$ cat config.mk
export PLATFORM = sky130hd
export DESIGN_NAME = video_port_register_interface
export DESIGN_NICKNAME = d
export VERILOG_FILES = /design/src/rtl/vpri_pkg.sv /design/src/rtl/vpri_in_reg.sv /design/src/rtl/vpri_engine.sv /design/src/rtl/vpri_out_reg.sv /design/src/rtl/video_port_register_interface.sv
export SDC_FILE = /design/constraint.sdc
export NUM_CORES = 1
export LEC_CHECK = 0
export BUFFER_PORTS_ARGS = -buffer_cell sky130_fd_sc_hd__buf_2
export CAP_MARGIN = 20
export CORE_MARGIN = 4
export CORE_UTILIZATION = 45
export DETAILED_ROUTE_END_ITERATION = 16
export HOLD_SLACK_MARGIN = 0.15
export PLACE_DENSITY = 0.7
export SETUP_SLACK_MARGIN = 0.2
export SKIP_LAST_GASP = 1
export SLEW_MARGIN = 10
export SYNTH_ARGS = -nofsm -noshare
export SYNTH_HDL_FRONTEND = slang
export SYNTH_SLANG_ARGS = --single-unit
$ cat constraint.sdc
create_clock -name clk -period 5.15 [get_ports clk]
set_input_delay 0.7725 -clock clk [delete_from_list [all_inputs] [get_ports clk]]
set_output_delay 0.7725 -clock clk [all_outputs]
set_load 0.05 [all_outputs]
$ cat src/rtl/vpri_pkg.sv
package vpri_pkg;

  // default sizes of the port block
  localparam int RegCountDef    = 64;
  localparam int VramAddrBitsDef = 17;
  localparam int PaletteEntries = 16;

  // fixed field widths
  localparam int VRAM_ADDR_W = 17;
  localparam int REG_NUM_W   = 6;
  localparam int PAL_IDX_W   = 4;
  localparam int COLOR_W     = 9;
  localparam int IN_TDATA_W  = 8;
  localparam int IN_TUSER_W  = 3;
  localparam int OUT_TDATA_W = 64;

  // registers that the port logic itself reads or writes
  localparam logic [REG_NUM_W-1:0] REG_VRAM_HI    = 6'd14;
  localparam logic [REG_NUM_W-1:0] REG_STATUS_SEL = 6'd15;
  localparam logic [REG_NUM_W-1:0] REG_PAL_INDEX  = 6'd16;

  // status register that carries the frame flag
  localparam logic [3:0] STATUS_FRAME = 4'd0;

  // access kinds
  typedef enum logic [2:0] {
    REQ_CTRL   = 3'd0,
    REQ_DATA   = 3'd1,
    REQ_PAL    = 3'd2,
    REQ_STATUS = 3'd3,
    REQ_TICK   = 3'd4
  } req_kind_t;

  typedef struct packed {
    logic [2:0] req_type;
    logic [7:0] data_byte;
  } req_t;

  typedef struct packed {
    logic [COLOR_W-1:0]     pal_color;
    logic [PAL_IDX_W-1:0]   pal_entry;
    logic                   pal_we;
    logic [7:0]             reg_val;
    logic [REG_NUM_W-1:0]   reg_num;
    logic                   reg_we;
    logic [7:0]             vram_byte;
    logic [VRAM_ADDR_W-1:0] vram_addr;
    logic                   vram_we;
    logic [7:0]             read_data;
  } result_t;

endpackage

$ cat src/rtl/vpri_in_reg.sv
module vpri_in_reg (
  input  logic                        clk,
  input  logic                        rst_n,
  input  logic                        in_tvalid,
  output logic                        in_tready,
  input  logic [vpri_pkg::IN_TDATA_W-1:0] in_tdata,
  input  logic [vpri_pkg::IN_TUSER_W-1:0] in_tuser,
  input  logic                        advance,
  output logic                        item_vld,
  output vpri_pkg::req_t              item
);
  import vpri_pkg::*;

  logic valid_r;
  req_t item_r;

  // the slot frees when its item moves on to the result register; closed in reset
  assign in_tready = rst_n && (!valid_r || advance);

  // input register
  always_ff @(posedge clk) begin
    if (!rst_n) begin
      valid_r <= 1'b0;
    end else if (in_tready) begin
      valid_r <= in_tvalid;
    end
  end

  always_ff @(posedge clk) begin
    if (in_tvalid && in_tready) begin
      item_r.req_type  <= in_tuser;
      item_r.data_byte <= in_tdata;
    end
  end

  assign item_vld = valid_r;
  assign item     = item_r;

endmodule

$ cat src/rtl/vpri_engine.sv
module vpri_engine #(
  parameter int REG_COUNT      = vpri_pkg::RegCountDef,
  parameter int VRAM_ADDR_BITS = vpri_pkg::VramAddrBitsDef
) (
  input  logic              clk,
  input  logic              rst_n,
  input  logic              item_vld,
  input  vpri_pkg::req_t    item,
  input  logic              advance,
  output vpri_pkg::result_t res
);
  import vpri_pkg::*;

  localparam logic [REG_NUM_W:0] RegLimit = (REG_NUM_W+1)'(REG_COUNT);

  // port state
  logic                      pair_phase_r, pair_phase_nxt;
  logic [7:0]                pair_first_r, pair_first_nxt;
  logic [VRAM_ADDR_BITS-1:0] ptr_r, ptr_nxt;
  logic                      pal_phase_r, pal_phase_nxt;
  logic [7:0]                pal_first_r, pal_first_nxt;
  logic [PAL_IDX_W-1:0]      pal_index_r, pal_index_nxt;
  logic                      frame_flag_r, frame_flag_nxt;
  logic [2:0]                reg14_r, reg14_nxt;
  logic [3:0]                reg15_r, reg15_nxt;

  logic                      step;
  req_kind_t                 kind;
  logic [REG_NUM_W-1:0]      rnum;
  logic [VRAM_ADDR_W-1:0]    addr_load;
  logic [VRAM_ADDR_BITS-1:0] ptr_inc;
  logic [VRAM_ADDR_W-1:0]    ptr_inc_ext;

  assign step        = item_vld && advance;
  assign kind        = req_kind_t'(item.req_type);
  assign rnum        = item.data_byte[5:0];
  assign addr_load   = {reg14_r, item.data_byte[5:0], pair_first_r};
  assign ptr_inc     = ptr_r + 1'b1;
  assign ptr_inc_ext = VRAM_ADDR_W'(ptr_inc);

  // result and next state of one access
  always_comb begin
    res            = '0;
    pair_phase_nxt = pair_phase_r;
    pair_first_nxt = pair_first_r;
    ptr_nxt        = ptr_r;
    pal_phase_nxt  = pal_phase_r;
    pal_first_nxt  = pal_first_r;
    pal_index_nxt  = pal_index_r;
    frame_flag_nxt = frame_flag_r;
    reg14_nxt      = reg14_r;
    reg15_nxt      = reg15_r;
    unique case (kind)
      REQ_CTRL: begin
        if (!pair_phase_r) begin
          pair_first_nxt = item.data_byte;
          pair_phase_nxt = 1'b1;
        end else begin
          pair_phase_nxt = 1'b0;
          if (item.data_byte[7]) begin
            // register write from the latched byte
            if ({1'b0, rnum} < RegLimit) begin
              res.reg_we  = 1'b1;
              res.reg_num = rnum;
              res.reg_val = pair_first_r;
              if (rnum == REG_VRAM_HI) begin
                reg14_nxt = pair_first_r[2:0];
              end
              if (rnum == REG_STATUS_SEL) begin
                reg15_nxt = pair_first_r[3:0];
              end
              if (rnum == REG_PAL_INDEX) begin
                pal_index_nxt = pair_first_r[PAL_IDX_W-1:0];
                pal_phase_nxt = 1'b0;
              end
            end
          end else begin
            // address setup, high bits from register 14
            ptr_nxt = addr_load[VRAM_ADDR_BITS-1:0];
          end
        end
      end
      REQ_DATA: begin
        res.vram_we   = 1'b1;
        res.vram_addr = VRAM_ADDR_W'(ptr_r);
        res.vram_byte = item.data_byte;
        ptr_nxt       = ptr_inc;
        if (VRAM_ADDR_BITS > 14) begin
          reg14_nxt = ptr_inc_ext[16:14];
        end
      end
      REQ_PAL: begin
        if (!pal_phase_r) begin
          pal_first_nxt = item.data_byte;
          pal_phase_nxt = 1'b1;
        end else begin
          pal_phase_nxt = 1'b0;
          res.pal_we    = 1'b1;
          res.pal_entry = pal_index_r;
          res.pal_color = {pal_first_r[6:4], pal_first_r[2:0], item.data_byte[2:0]};
          pal_index_nxt = pal_index_r + 1'b1;
        end
      end
      REQ_STATUS: begin
        pair_phase_nxt = 1'b0;
        if (reg15_r == STATUS_FRAME) begin
          res.read_data  = {frame_flag_r, 7'b0};
          frame_flag_nxt = 1'b0;
        end
      end
      REQ_TICK: begin
        frame_flag_nxt = 1'b1;
      end
      default: begin
      end
    endcase
  end

  // state registers, updated as each access leaves for the result register
  always_ff @(posedge clk) begin
    if (!rst_n) begin
      pair_phase_r <= 1'b0;
      pair_first_r <= '0;
      ptr_r        <= '0;
      pal_phase_r  <= 1'b0;
      pal_first_r  <= '0;
      pal_index_r  <= '0;
      frame_flag_r <= 1'b0;
      reg14_r      <= '0;
      reg15_r      <= '0;
    end else if (step) begin
      pair_phase_r <= pair_phase_nxt;
      pair_first_r <= pair_first_nxt;
      ptr_r        <= ptr_nxt;
      pal_phase_r  <= pal_phase_nxt;
      pal_first_r  <= pal_first_nxt;
      pal_index_r  <= pal_index_nxt;
      frame_flag_r <= frame_flag_nxt;
      reg14_r      <= reg14_nxt;
      reg15_r      <= reg15_nxt;
    end
  end

  // checks
  a_one_write: assert property (@(posedge clk) disable iff (!rst_n)
    item_vld |-> $onehot0({res.vram_we, res.reg_we, res.pal_we}))
    else $error("more than one write kind in one access");

  a_tick_sets: assert property (@(posedge clk) disable iff (!rst_n)
    (step && kind == REQ_TICK) |=> frame_flag_r)
    else $error("frame tick did not set the flag");

  a_status_clears: assert property (@(posedge clk) disable iff (!rst_n)
    (step && kind == REQ_STATUS) |=> (!pair_phase_r && (!$past(reg15_r == STATUS_FRAME)
                                      || !frame_flag_r)))
    else $error("status read did not clear pair latch or frame flag");

  a_ptr_inc: assert property (@(posedge clk) disable iff (!rst_n)
    (step && kind == REQ_DATA) |=> (ptr_r == $past(ptr_inc)))
    else $error("vram pointer did not advance after a data transfer");

  a_hold: assert property (@(posedge clk) disable iff (!rst_n)
    !step |=> ($stable(ptr_r) && $stable(frame_flag_r) && $stable(pal_index_r)))
    else $error("state changed without an access");

endmodule

$ cat src/rtl/vpri_out_reg.sv
module vpri_out_reg (
  input  logic                             clk,
  input  logic                             rst_n,
  input  logic                             item_vld,
  input  vpri_pkg::result_t                res,
  output logic                             advance,
  output logic                             out_tvalid,
  input  logic                             out_tready,
  output logic [vpri_pkg::OUT_TDATA_W-1:0] out_tdata
);
  import vpri_pkg::*;

  logic    valid_r;
  result_t res_r;

  // the result register takes a new item when empty or being drained
  assign advance = !valid_r || out_tready;

  always_ff @(posedge clk) begin
    if (!rst_n) begin
      valid_r <= 1'b0;
    end else if (advance) begin
      valid_r <= item_vld;
    end
  end

  always_ff @(posedge clk) begin
    if (advance && item_vld) begin
      res_r <= res;
    end
  end

  assign out_tvalid = valid_r;
  assign out_tdata  = OUT_TDATA_W'(res_r);

endmodule

$ cat src/rtl/video_port_register_interface.sv
// channel  dir  signals                      contents
// in       in   in_tvalid/tready/tdata/tuser one port access
// out      out  out_tvalid/tready/tdata      one result per access
//
// one access per cycle sustained while out_tready stays high; each access passes
// through the input register, then the result register, before its result is
// offered on out
// synchronous active-low reset clears the pair latches, pointer, palette index,
// frame flag and the copies of registers 14 and 15; in_tready is low in reset
// a stalled result holds; an empty input register still takes one more access,
// then in_tready drops until the result register drains
module video_port_register_interface #(
  parameter int REG_COUNT      = vpri_pkg::RegCountDef,
  parameter int VRAM_ADDR_BITS = vpri_pkg::VramAddrBitsDef
) (
  input  logic                             clk,
  input  logic                             rst_n,
  input  logic                             in_tvalid,
  output logic                             in_tready,
  // [7:0] data_byte
  input  logic [vpri_pkg::IN_TDATA_W-1:0]  in_tdata,
  // [2:0] req_type
  input  logic [vpri_pkg::IN_TUSER_W-1:0]  in_tuser,
  output logic                             out_tvalid,
  input  logic                             out_tready,
  // [7:0] read_data, [8] vram_we, [25:9] vram_addr, [33:26] vram_byte,
  // [34] reg_we, [40:35] reg_num, [48:41] reg_val, [49] pal_we,
  // [53:50] pal_entry, [62:54] pal_color, [63] zero
  output logic [vpri_pkg::OUT_TDATA_W-1:0] out_tdata
);
  import vpri_pkg::*;

  logic    advance;
  logic    item_vld;
  req_t    item;
  result_t res;

  vpri_in_reg u_in (
    .clk       (clk),
    .rst_n     (rst_n),
    .in_tvalid (in_tvalid),
    .in_tready (in_tready),
    .in_tdata  (in_tdata),
    .in_tuser  (in_tuser),
    .advance   (advance),
    .item_vld  (item_vld),
    .item      (item)
  );

  vpri_engine #(
    .REG_COUNT      (REG_COUNT),
    .VRAM_ADDR_BITS (VRAM_ADDR_BITS)
  ) u_engine (
    .clk      (clk),
    .rst_n    (rst_n),
    .item_vld (item_vld),
    .item     (item),
    .advance  (advance),
    .res      (res)
  );

  vpri_out_reg u_out (
    .clk        (clk),
    .rst_n      (rst_n),
    .item_vld   (item_vld),
    .res        (res),
    .advance    (advance),
    .out_tvalid (out_tvalid),
    .out_tready (out_tready),
    .out_tdata  (out_tdata)
  );

endmodule
; ---- Word-level counts from Yosys, hierarchy flattened
; Cells that the tools add are included.
[word_totals]
memories = 0
romBits = 0
ram_bits = 0
latchBits = 0
wordCells = 92
register_bits = 122
input_bits = 15
output_inout_bits = 66
[classes]
shifts = 0
add_sub_neg = 2
n_mux = 24
eq_ne = 14
bitwise_logic = 2
n_div = 0
n_reduce_logical = 26
magnitude_cmp = 0
multipliers = 0
[op_table]
columns = operator, count
row1 = 17-bit 2-to-1 mux, 2
row2 = 17-bit one-hot mux with 2 select lines, 1
row3 = 17-bit by 1-bit adder with 17-bit output (second input constant), 1
row4 = 4-bit 2-to-1 mux, 4
row5 = 5-bit AND reduction, 3
row6 = 6-bit by 4-bit == test with 1-bit output (second input constant), 2
row7 = 3-bit AND reduction, 4
row8 = 2-bit by 1-bit != test with 1-bit output (second input constant), 5
row9 = 1-bit 2-to-1 mux, 9
row10 = 3-bit 2-to-1 mux, 3
row11 = 4-bit one-hot mux with 2 select lines, 1
row12 = 2-bit AND reduction, 4
row13 = 2-bit nonzero test, 4
row14 = 3-bit by 2-bit == test with 1-bit output (second input constant), 2
row15 = 6-bit by 5-bit == test with 1-bit output (second input constant), 1
row16 = 1-bit one-hot mux with 2 select lines, 3
row17 = 3-bit one-hot mux with 2 select lines, 1
row18 = 6-bit AND reduction, 1
row19 = 4-bit by 1-bit adder with 4-bit output (second input constant), 1
row20 = 4-bit zero test, 1
row21 = 2-bit != test (second input constant), 2
row22 = 4-bit AND reduction, 1
row23 = 3-bit by 1-bit == test with 1-bit output (second input constant), 1
row24 = 3-bit == test (second input constant), 1
row25 = 5 further kinds, 10

; ---- Longest topological paths before layout
; Gate-level depths: netlist (run 1).
[depth]
depth_word = 5
mapped_depth = 7
mapped_depth_nobuf = 5

; ---- Cells and area by module
; A second synthesis (run 1) with hierarchy kept.
[unflattened]
hier_cells = 447
area_unflattened_um2 = 5211.2
[by_module_without_submodules]
columns = module, cells_each, seq_area_each_um2, area_each_um2, n_inst
row1 = vpri_engine, 360, 900.9, 2862.7, 1
row2 = vpri_out_reg, 70, 1911.8, 1960.6, 1
row3 = vpri_in_reg, 17, 350.3, 387.9, 1

; ---- Least setup slack after synthesis (run 1)
; OpenSTA, ideal clock, no wires.
[synth_timing]
path_type = input-to-reg
start = input out_tready
end = register u_engine.pair_phase_r
path_slack_ps = 2121
n_path_buf = 1
required_ps = 5035
setup_time_ps = 115
cell_stages = 6
arrival_time_ps = 2914
cell_sequence = nand2b_1 -> clkbuf_1 -> nand2_1 -> inv_1 -> a21boi_0 -> o21a_1
[synth_between]
elab_chain_len = 3
[synth_rtl]
columns = item, line
row1 = from (decl), video_port_register_interface.sv:25  ; input logic out_tready,
row2 = 1-bit logical OR, vpri_out_reg.sv:17  ; assign advance = !valid_r || out_tready;
row3 = 1-bit logical AND, vpri_engine.sv:34  ; assign step = item_vld && advance;
row4 = named net u_engine.step, vpri_engine.sv:27  ; logic step;
row5 = 2-bit AND reduction (no line), n/a
row6 = to (signal assigned), vpri_engine.sv:132  ; pair_phase_r <= pair_phase_nxt;
row7 = to (decl), vpri_engine.sv:17  ; logic pair_phase_r, pair_phase_nxt;
; The timed path passes the listed nets, and every way through them passes these cells.
; A chain may end at the register's enable or synchronous reset.

; ---- Worst setup path in the final report (run 1)
[layout_timing]
start = register u_in.item_r (netlist bit u_in.item[8])
end = register u_engine.reg14_r[1]
[layout_between]
elab_chain_len = 3
word_cells_on_any_way = 8
cone_classes = eq/ne (4) / mux (1) / reduce/logical (3)
[layout_rtl]
columns = item, line
row1 = from (decl), vpri_in_reg.sv:15  ; req_t item_r;
row2 = 3-bit zero test / 3-bit by 1-bit == test with 1-bit output (equally long branches), vpri_engine.sv:53  ; unique case (kind)
row3 = "2-bit by 1-bit != test with 1-bit output (no line), or another cell as far along", n/a
row4 = 5-bit AND reduction (no line), n/a
row5 = to (signal assigned), vpri_engine.sv:139  ; reg14_r <= reg14_nxt;
row6 = to (decl), vpri_engine.sv:24  ; logic [2:0] reg14_r, reg14_nxt;
; Several ways; a longest one is shown, not always the timed one.

==> impl_metrics.tcl, run 1 <==
set metrics [dict create \
    outcome "complete, no violations" \
    dr_wl_met3_um 934 \
    port_buffers 72 \
    skew_ps 6.81 \
    nNetsFinal 540 \
    routabilityCongestion 0.817 \
    die_w_um 114 \
    postCtsSetupRepairBufs 0 \
    seq_power_share_pct 43.4 \
    met1_length_um 4760 \
    cts_tree "done" \
    antenna_cells 0 \
    p_sw_w 0.000564 \
    grt_remaining_overflow 0 \
    clockBufferDepth 2 \
    ys_async_sr_fraction_pct 0 \
    rr_worst_depth 6 \
    r2r-start "u_in.item[8]$_DFFE_PP_" \
    p_comb_share_pct 6.6 \
    drive_gt1_share_pct 21.8 \
    slowest_delay_ps 680 \
    cp-endpoint "u_engine.reg14_r[1]$_SDFFE_PN0P_" \
    ir_worst_vdd_v 0.000168 \
    arrival_ps 3270 \
    cp.required_ps 5550 \
    r2r_end "u_engine.reg14_r[1]$_SDFFE_PN0P_" \
    cts.repair.resized 0 \
    crit_cells 6 \
    syn_inst 458 \
    tightest_slew_ps 924 \
    r2r_setup_slack_ps 2270 \
    min_from "in_tuser[0]" \
    synthFlopType "edfxtp_1" \
    start_util_pct 46.3 \
    ys_ff_latch 114 \
    num_rows 38 \
    crit_slowest_cell "inv_1" \
    core_region_area_um2 10900 \
    multi_input_area_um2 1900 \
    power.internal_w 0.00176 \
    syn_avg_cell_area_um2 11.0 \
    drt-pass1-iter-count 5 \
    postRouteAntennaNets 0 \
    p_leak_nw 2.39 \
    syn_area_um2 5040 \
    yosysSeqAreaShare_pct 58.6 \
    max_cap_viol_count 0 \
    min_path_type "in2reg" \
    htree_levels 4 \
    seqCellArea_um2 2950 \
    cp_top_family "buffers and inverters" \
    rsz0062_at_grt "no" \
    fmax_mhz 348 \
    grt_first_pass_wirelength_um 18500 \
    synth_edf_count 67 \
    vias 3837 \
    crit_type "reg2reg" \
    cp_max_fo 34 \
    yosysWarnings 0 \
    crit_path_end_kind "flip-flop" \
    final_util_pct 55.7 \
    dieArea_um2 13000 \
    p_per_area_nw_per_um2 383 \
    grt_usage_pct 18.4 \
    root_buffer "clkbuf_8" \
    grt_pass1_vias 3701 \
    period_share_pct 55.9 \
    finalSetupViolations 0 \
    dr.first_iter.drc_count 292 \
    hold_violations 0 \
    ioPinCount 81 \
    insertion_delay_ps 510 \
    holdBufCountCts 0 \
    drc 0 \
    place.detailed.hpwl_um 7540 \
    maxSlewViolCount 0 \
    ys_types 62 \
    pwr-share-clk_pct 50.0 \
    clock_sinks 114 \
    fin_crit_ps 2880 \
    routed_via_density 5.68 \
    relSlewSlack_pct 38.3 \
    grt_max_degree 41 \
    area_delta_synth_final_pct 20.4 \
    critPathLaunch "u_in.item[8]$_DFFE_PP_" \
    start_kind "flip-flop" \
    wl_per_cell_um 17.1 \
    numCtsBuffers 17 \
    fin_setup_tns_ps 0 \
    dr_wl_met2_um 5760 \
    route.top_layer_used "met4" \
    die_h_um 114 \
    nFillCells 921 \
    crit_buf_inv 2 \
    worstPathCellList "or3b_1, buf_16, inv_1, and2_1, mux2i_1, a32o_1" \
    path_clk_slew_ps 60 \
    wl_um 11600 \
    swShare_pct 24.3 \
    grt_antenna_before_repair 0 \
    p_total_w 0.00232 \
]
## worst min path at each step
stage / depth (start not counted) / to / slack, ps
2_1_floorplan: 2 / u_engine.pal_index_r[3]$_SDFFE_PN0P_ / 440
3_3_place_gp: 2 / u_engine.reg15_r[1]$_SDFFE_PN0P_ / 460
3_5_place_dp: 2 / u_engine.reg15_r[3]$_SDFFE_PN0P_ / 470
4_1_cts: 1 / u_in.item[8]$_DFFE_PP_ / 400
5_1_grt: 1 / u_in.item[0]$_DFFE_PP_ / 400
6_report: 1 / u_in.item[8]$_DFFE_PP_ / 430
## registers in the layout (all words and copies together) (netlist names), 3 cells and up
name and flops:
u_engine.pair_first_r 8, u_engine.pal_first_r 6, u_engine.pal_index_r 4, u_engine.ptr_r 17
u_engine.reg14_r 3, u_engine.reg15_r 4, u_in.item 11, u_out.out_tdata 56
## cell usage after synthesis (6+ instances only)
cell type  count  area, µm²
nor2_1        30        113
nand2_1       27        101
and2_1        49        307
o21ai_0       23        115
clkbuf_1      18       67.6
inv_1          6       22.5
buf_4          8       60.1
a21oi_1       29        145
buf_2         10       50.1
nand3_1       10       50.1
and3_1        14       87.6
nand4_1       12       75.1
edfxtp_1      67       2010
mux2i_1       17        170
nor4_1         8       50.1
nor3_1         6       30.0
dfxtp_1       47        941
## per-stage QoR
stage	setup slack, ps	cell area [µm²]	cells	hold WS [ps]
after floorplan	2120	5060	465	439
after global placement	1840	5440	643	459
after detailed placement	1700	5440	643	469
after CTS	1720	6040	675	403
after global routing	2050	6070	676	401
final	2270	6070	676	430
## power by group through the flow
stage               Sequential (W)  Combinational [W]  Clock, W
CTS                        0.00101           0.000153   0.00119
global route               0.00101           0.000162   0.00123
floorplan                  0.00108          0.0000630         0
detailed placement         0.00103           0.000152         0
finish                     0.00101           0.000154   0.00116
global placement           0.00103           0.000151         0
## cell usage in the layout (no fill, tap or decap), types with 12 or more instances in the layout
| cell type | instances |
|---|---|
| a21oi_1 | 29 |
| and2_1 | 49 |
| and3_1 | 14 |
| buf_2 | 72 |
| clkbuf_16 | 16 |
| dfxtp_1 | 47 |
| edfxtp_1 | 67 |
| mux2i_1 | 17 |
| nand2_1 | 27 |
| nand4_1 | 12 |
| nor2_1 | 30 |
| o21ai_0 | 23 |
## cell type report
cell class	count	share of cell area, %
clock inverters	15	3.05
clock buffers	17	6.83
well taps	140	2.89
repair buffers	76	6.76
multi-input cells	306	31.3
inverters	8	0.495
flip-flops and latches	114	48.7
## logic make-up (layout without fill, tap and decap cells)
| group | Yosys count | in the layout | synth area share (%) |
|---|---|---|---|
| muxes | 18 | 18 | 3.60 |
| adders and majority gates | 2 | 2 | 0.497 |
| DFF | 114 | 114 | 58.6 |
| other | 1 | 8 | 0.0744 |
| buffers and inverters | 45 | 116 | 4.20 |
| and+or+nand+nor | 186 | 186 | 21.3 |
| AOI/OAI and AO/OA | 92 | 92 | 11.7 |
## layer usage
layer / track usage [%] / vias up
met5: 0 / -
met4: 5.70 / 0
met3: 6.10 / 15
met2: 31.3 / 182
met1: 22.2 / 1813
li1: - / 1827
(Power assumes the default switching activity.)
==> run 2: changes to the inputs <==
clock period = 2.8 ns   (was 5.15 ns; I/O delays follow)
==> run 2 against run 1 <==
Net effect:
- final cell count is 2.4% higher
- routed wire length is 0.68% lower
- setup slack worse by 1700 ps
- largest power group unchanged
==> impl_metrics.tcl, run 2 (synthesis gave the netlist of run 1 again) <==
set metrics [dict create \
    dr.first_iter.drc_count 252 \
    htree_levels 4 \
    postCtsSetupRepairBufs 0 \
    p_per_area_nw_per_um2 672 \
    core_region_area_um2 10900 \
    cts.repair.resized 0 \
    finalSetupViolations 0 \
    outcome "complete, no violations" \
    worstPathCellList "or3b_1, or4_1, mux2i_1, nor2_1" \
    wl_um 11500 \
    p_comb_share_pct 7.3 \
    final_cell_mix "buf_2 (72), edfxtp_1 (67), and2_1 (49), dfxtp_1 (47), nor2_1 (30)" \
    numCtsBuffers 17 \
    die_w_um 114 \
    nFillCells 934 \
    crit_buf_inv 0 \
    cp_top_family "simple AND/OR/NAND/NOR gates" \
    p_sw_w 0.00101 \
    nNetsFinal 557 \
    fmax_mhz 448 \
    holdBufCountCts 12 \
    grt_pass1_vias 3689 \
    root_buffer "clkbuf_8" \
    drive_gt1_share_pct 22.1 \
    p_leak_nw 2.43 \
    arrival_ps 2620 \
    maxSlewViolCount 0 \
    port_buffers 72 \
    swShare_pct 24.3 \
    insertion_delay_ps 520 \
    path_clk_slew_ps 60 \
    vias 3912 \
    dp_slack_ps 616 \
    min_path_type "in2reg" \
    num_rows 38 \
    max_cap_viol_count 0 \
    seq_power_share_pct 44.6 \
    clock_sinks 114 \
    grt_max_degree 44 \
    power.internal_w 0.00314 \
    crit_slowest_cell "or4_1" \
    cp.required_ps 3190 \
    fin_crit_ps 2230 \
    min_from "rst_n" \
    cp_max_fo 14 \
    dieArea_um2 13000 \
    crit_path_end_kind "flip-flop" \
    drc 0 \
    place.detailed.hpwl_um 7630 \
    r2r-start "u_in.item[8]$_DFFE_PP_" \
    crit_type "reg2reg" \
    area_delta_synth_final_pct 22.6 \
    wl_per_cell_um 16.6 \
    grt_first_pass_wirelength_um 18600 \
    hold_violations 0 \
    layout_setup_ws_ps 567 \
    postRouteAntennaNets 0 \
    pwr-share-clk_pct 48.1 \
    slowest_delay_ps 660 \
    start_util_pct 46.3 \
    grt_antenna_before_repair 0 \
    clockBufferDepth 2 \
    grt_remaining_overflow 0 \
    start_kind "flip-flop" \
    routed_via_density 5.65 \
    period_share_pct 79.8 \
    routabilityCongestion 0.849 \
    rsz0062_at_grt "no" \
    tightest_slew_ps 758 \
    antenna_cells 0 \
    fin_setup_tns_ps 0 \
    r2r_setup_slack_ps 570 \
    ir_worst_vdd_v 0.000358 \
    relSlewSlack_pct 49.4 \
    ioPinCount 81 \
    cts_tree "done" \
    critPathLaunch "u_in.item[8]$_DFFE_PP_" \
    drt-pass1-iter-count 5 \
    skew_ps 9.42 \
    largest_reg_flops 56 \
    grt_usage_pct 18.5 \
    mostFrequentLayoutCell "buf_2" \
    die_h_um 114 \
]
-- run 2: cell count changes in the layout (fill, tap and decap cells not counted), moves of 3 or more --
cell           change
dlygate4sd3_1     +12
buf_4              +5
clkinv_4           -5
clkinv_2           +4
clkinvlp_4         +3
-- run 2: cell type report --
type,instances,area [µm²],share of cell area [%]
tap,140,175,2.84
clock buffer,17,414,6.71
inverter,8,33.8,0.547
multi-input combinational,306,1900,30.8
sequential,114,2950,47.8
timing repair buffer,93,561,9.08
clock inverter,14,140,2.27
-- run 2: per-stage QoR --
stage	power, W	cells	hold WS, ps	instance area, µm²	util, %
6_report	0.00415	692	330	6180	56.7
5_1_grt	0.00428	692	317	6180	56.7
4_1_cts	0.00419	692	302	6180	56.7
3_5_place_dp	0.00218	649	463	5500	50.5
3_3_place_gp	0.00217	649	458	5500	50.5
2_1_floorplan	0.00211	465	439	5070	-
-- run 2: worst paths after layout --
path | end | depth (start not counted)
max | u_engine.pal_first_r[4]$_SDFFE_PN0P_ | 4
min | u_engine.pair_phase_r$_SDFFE_PN0P_ | 2
max reg2reg | u_engine.pal_first_r[4]$_SDFFE_PN0P_ | 4
min reg2reg | u_engine.reg15_r[1]$_SDFFE_PN0P_ | 2
-- run 2: worst reg2reg max path: stages, from the launching register on --
cell      delay [ps]
edfxtp_1         560
or3b_1           550
or4_1            660
mux2i_1          260
nor2_1            70
-- run 2: per-layer routing --
layer	vias up	part of all wire [%]	GRT usage [%]
met5	-	0	0
met4	0	2.0	8.00
met3	25	7.9	5.25
met2	179	48	29.1
met1	1855	42	24.0
li1	1853	-	-
-- run 2: power groups by stage --
stage	sequential [W]	combinational, W	clock (W)
after floorplan	0.00199	0.000117	0
after global placement	0.00188	0.000288	0
final	0.00185	0.000303	0.00199
after global routing	0.00186	0.000320	0.00210
after CTS	0.00185	0.000304	0.00203
after detailed placement	0.00189	0.000290	0
==> run 3: changes to the inputs <==
ABC_AREA = 1   (was not set)
clock period = 2.35 ns   (was 2.8 ns; I/O delays follow)
==> run 3 against run 2 <==
Net effect:
- die area is 0.46% lower
- utilization is 0.39 points lower
- worst hold slack worse by 140 ps
- sequential cell count stayed put
- clock power is 17% higher
- first-iteration DRC count is 14% lower
- routed wire length is 3.2% lower
- via count is 0.18% higher
- synthesized cell count is 24% higher
- global-route usage is 0.27 points lower
- final cell count is 17% higher
- clock skew is 4.0 ps lower
- largest cell class unchanged
==> impl_metrics.tcl, run 3 <==
set metrics [dict create \
    drive_gt1_share_pct 19.0 \
    holdWs_ps 186 \
    htree_levels 4 \
    postCtsSetupRepairBufs 0 \
    grt_antenna_before_repair 0 \
    nNetsFinal 677 \
    start_util_pct 46.0 \
    start_kind "primary input" \
    ys_ff_latch 114 \
    rsz0062_at_grt "no" \
    ys_types 29 \
    r2r_end "u_engine.pair_first_r[4]$_SDFFE_PN0P_" \
    grt_remaining_overflow 0 \
    min_path_type "in2reg" \
    yosysSeqAreaShare_pct 58.9 \
    whs_endpoint "u_out.out_tvalid$_SDFFE_PN0P_" \
    maxSlewViolCount 0 \
    dieArea_um2 12900 \
    r2r-start "u_out.out_tvalid$_SDFFE_PN0P_" \
    grt_usage_pct 18.2 \
    final_util_pct 56.3 \
    grt_max_degree 40 \
    grt_pass1_vias 3799 \
    fin_crit_ps 1910 \
    port_buffers 72 \
    syn_inst 568 \
    stdcell_count 813 \
    clock_sinks 114 \
    syn_avg_cell_area_um2 8.82 \
    min_from "out_tready" \
    vias 3919 \
    num_rows 38 \
    skew_ps 5.44 \
    wl_um 11100 \
    cts_tree "done" \
    cts.repair.resized 0 \
    p_leak_nw 2.52 \
    die_h_um 114 \
    root_buffer "clkbuf_8" \
    numCtsBuffers 17 \
    synth_area_leaders "edfxtp_1 (40%), dfxtp_1 (19%), nor2_1 (9.1%)" \
    p_per_area_nw_per_um2 807 \
    whs_path_depth 4 \
    postRouteAntennaNets 0 \
    routabilityCongestion 0.892 \
    synthTopCellsByCount "nor2_1 (122), nand2_1 (85), inv_1 (71)" \
    ioPinCount 81 \
    yosysMostFrequentCell "nor2_1" \
    clockBufferDepth 2 \
    dr.first_iter.drc_count 216 \
    wl_per_cell_um 13.7 \
    finalSetupViolations 0 \
    rr_worst_depth 6 \
    routed_via_density 4.82 \
    max_cap_viol_count 0 \
    yosysTopAreaCell "edfxtp_1" \
    crit_type "in2reg" \
    grt_first_pass_wirelength_um 18600 \
    cp_max_fo 39 \
    mostFrequentLayoutCell "nor2_1" \
    ys_async_sr_fraction_pct 0 \
    yosysWarnings 0 \
    arrival_ps 2370 \
    cp.required_ps 2810 \
    core_region_area_um2 10900 \
    synth_top_area_share_pct 40.1 \
    antenna_cells 0 \
    final_cell_mix "nor2_1 (122), nand2_1 (85), buf_2 (72), inv_1 (71), edfxtp_1 (67)" \
    fmax_mhz 524 \
    r2r_setup_slack_ps 580 \
    syn_area_um2 5010 \
    drc 0 \
    holdBufCountCts 14 \
    synthFlopType "edfxtp_1" \
    period_share_pct 81.2 \
    dp_slack_ps 455 \
    outcome "complete, no violations" \
    relSlewSlack_pct 66.7 \
    insertion_delay_ps 510 \
    fin_setup_tns_ps 0 \
    layout_setup_ws_ps 442 \
    place_inst 767 \
    path_clk_slew_ps 50 \
    synth_edf_count 67 \
    area_delta_synth_final_pct 22.4 \
    crit_path_end_kind "flip-flop" \
    place.detailed.hpwl_um 7700 \
    largest_reg_flops 56 \
    tightest_slew_ps 499 \
    ir_worst_vdd_v 0.000417 \
    drt-pass1-iter-count 4 \
    hold_violations 0 \
    die_w_um 114 \
]
[run 3: kinds of logic (layout without fill, tap and decap cells)]
| logic type | Yosys count | after routing | synth area share [%] |
|---|---|---|---|
| fa+ha+maj | 2 | 2 | 0.499 |
| xor+xnor | 3 | 3 | 0.524 |
| flops | 114 | 114 | 58.9 |
| buf+inv | 101 | 199 | 8.89 |
| other cells | 1 | 8 | 0.0748 |
| simple gates | 257 | 257 | 21.9 |
| compound gates | 90 | 90 | 9.16 |
[run 3: layout make-up]
class / instances / area, µm²
clock buffer: 18 / 418
clock inverter: 14 / 121
fill: 938 / 4750
inverter: 76 / 288
multi-input combinational: 360 / 1640
sequential: 114 / 2950
tap: 140 / 175
timing repair buffer: 91 / 538
[run 3: critical path: stages]
cell and delay, ps:
dlygate4sd3_1 530, buf_2 190, buf_4 380, inv_1 210, a21oi_1 150, dlygate4sd3_1 550
[run 3: worst max-delay path by stage]
| stage | start | to | cells past startpoint |
|---|---|---|---|
| 2_1_floorplan | u_out.out_tvalid$_SDFFE_PN0P_ | u_engine.pair_first_r[6]$_SDFFE_PN0P_ | 7 |
| 3_3_place_gp | out_tready | u_engine.pair_first_r[7]$_SDFFE_PN0P_ | 8 |
| 3_5_place_dp | out_tready | u_engine.pair_first_r[4]$_SDFFE_PN0P_ | 8 |
| 4_1_cts | rst_n | u_in.item_vld$_SDFFE_PN0P_ | 6 |
| 5_1_grt | rst_n | u_in.item_vld$_SDFFE_PN0P_ | 6 |
| 6_report | rst_n | u_in.item_vld$_SDFFE_PN0P_ | 6 |
[run 3: routing by layer]
metal | global-route usage (%) | up-vias | routed length [µm]
met5 | 0 | - | 0
met4 | 7.05 | 0 | 197
met3 | 5.20 | 16 | 714
met2 | 29.3 | 111 | 5240
met1 | 23.4 | 1787 | 4980
li1 | - | 2005 | -
[run 3: report_power, final]
part / internal [W] / switching [W]
sequential: 0.00218 / 0.0000375
clock: 0.00148 / 0.000857
combinational: 0.0000897 / 0.000307
[run 3: stage by stage]
stage               cell area, µm²  total power (W)
detailed placement            5450          0.00264
finish                        6130          0.00495
CTS                           6130          0.00498
global route                  6130          0.00512
floorplan                     5040          0.00256
global placement              5450          0.00263
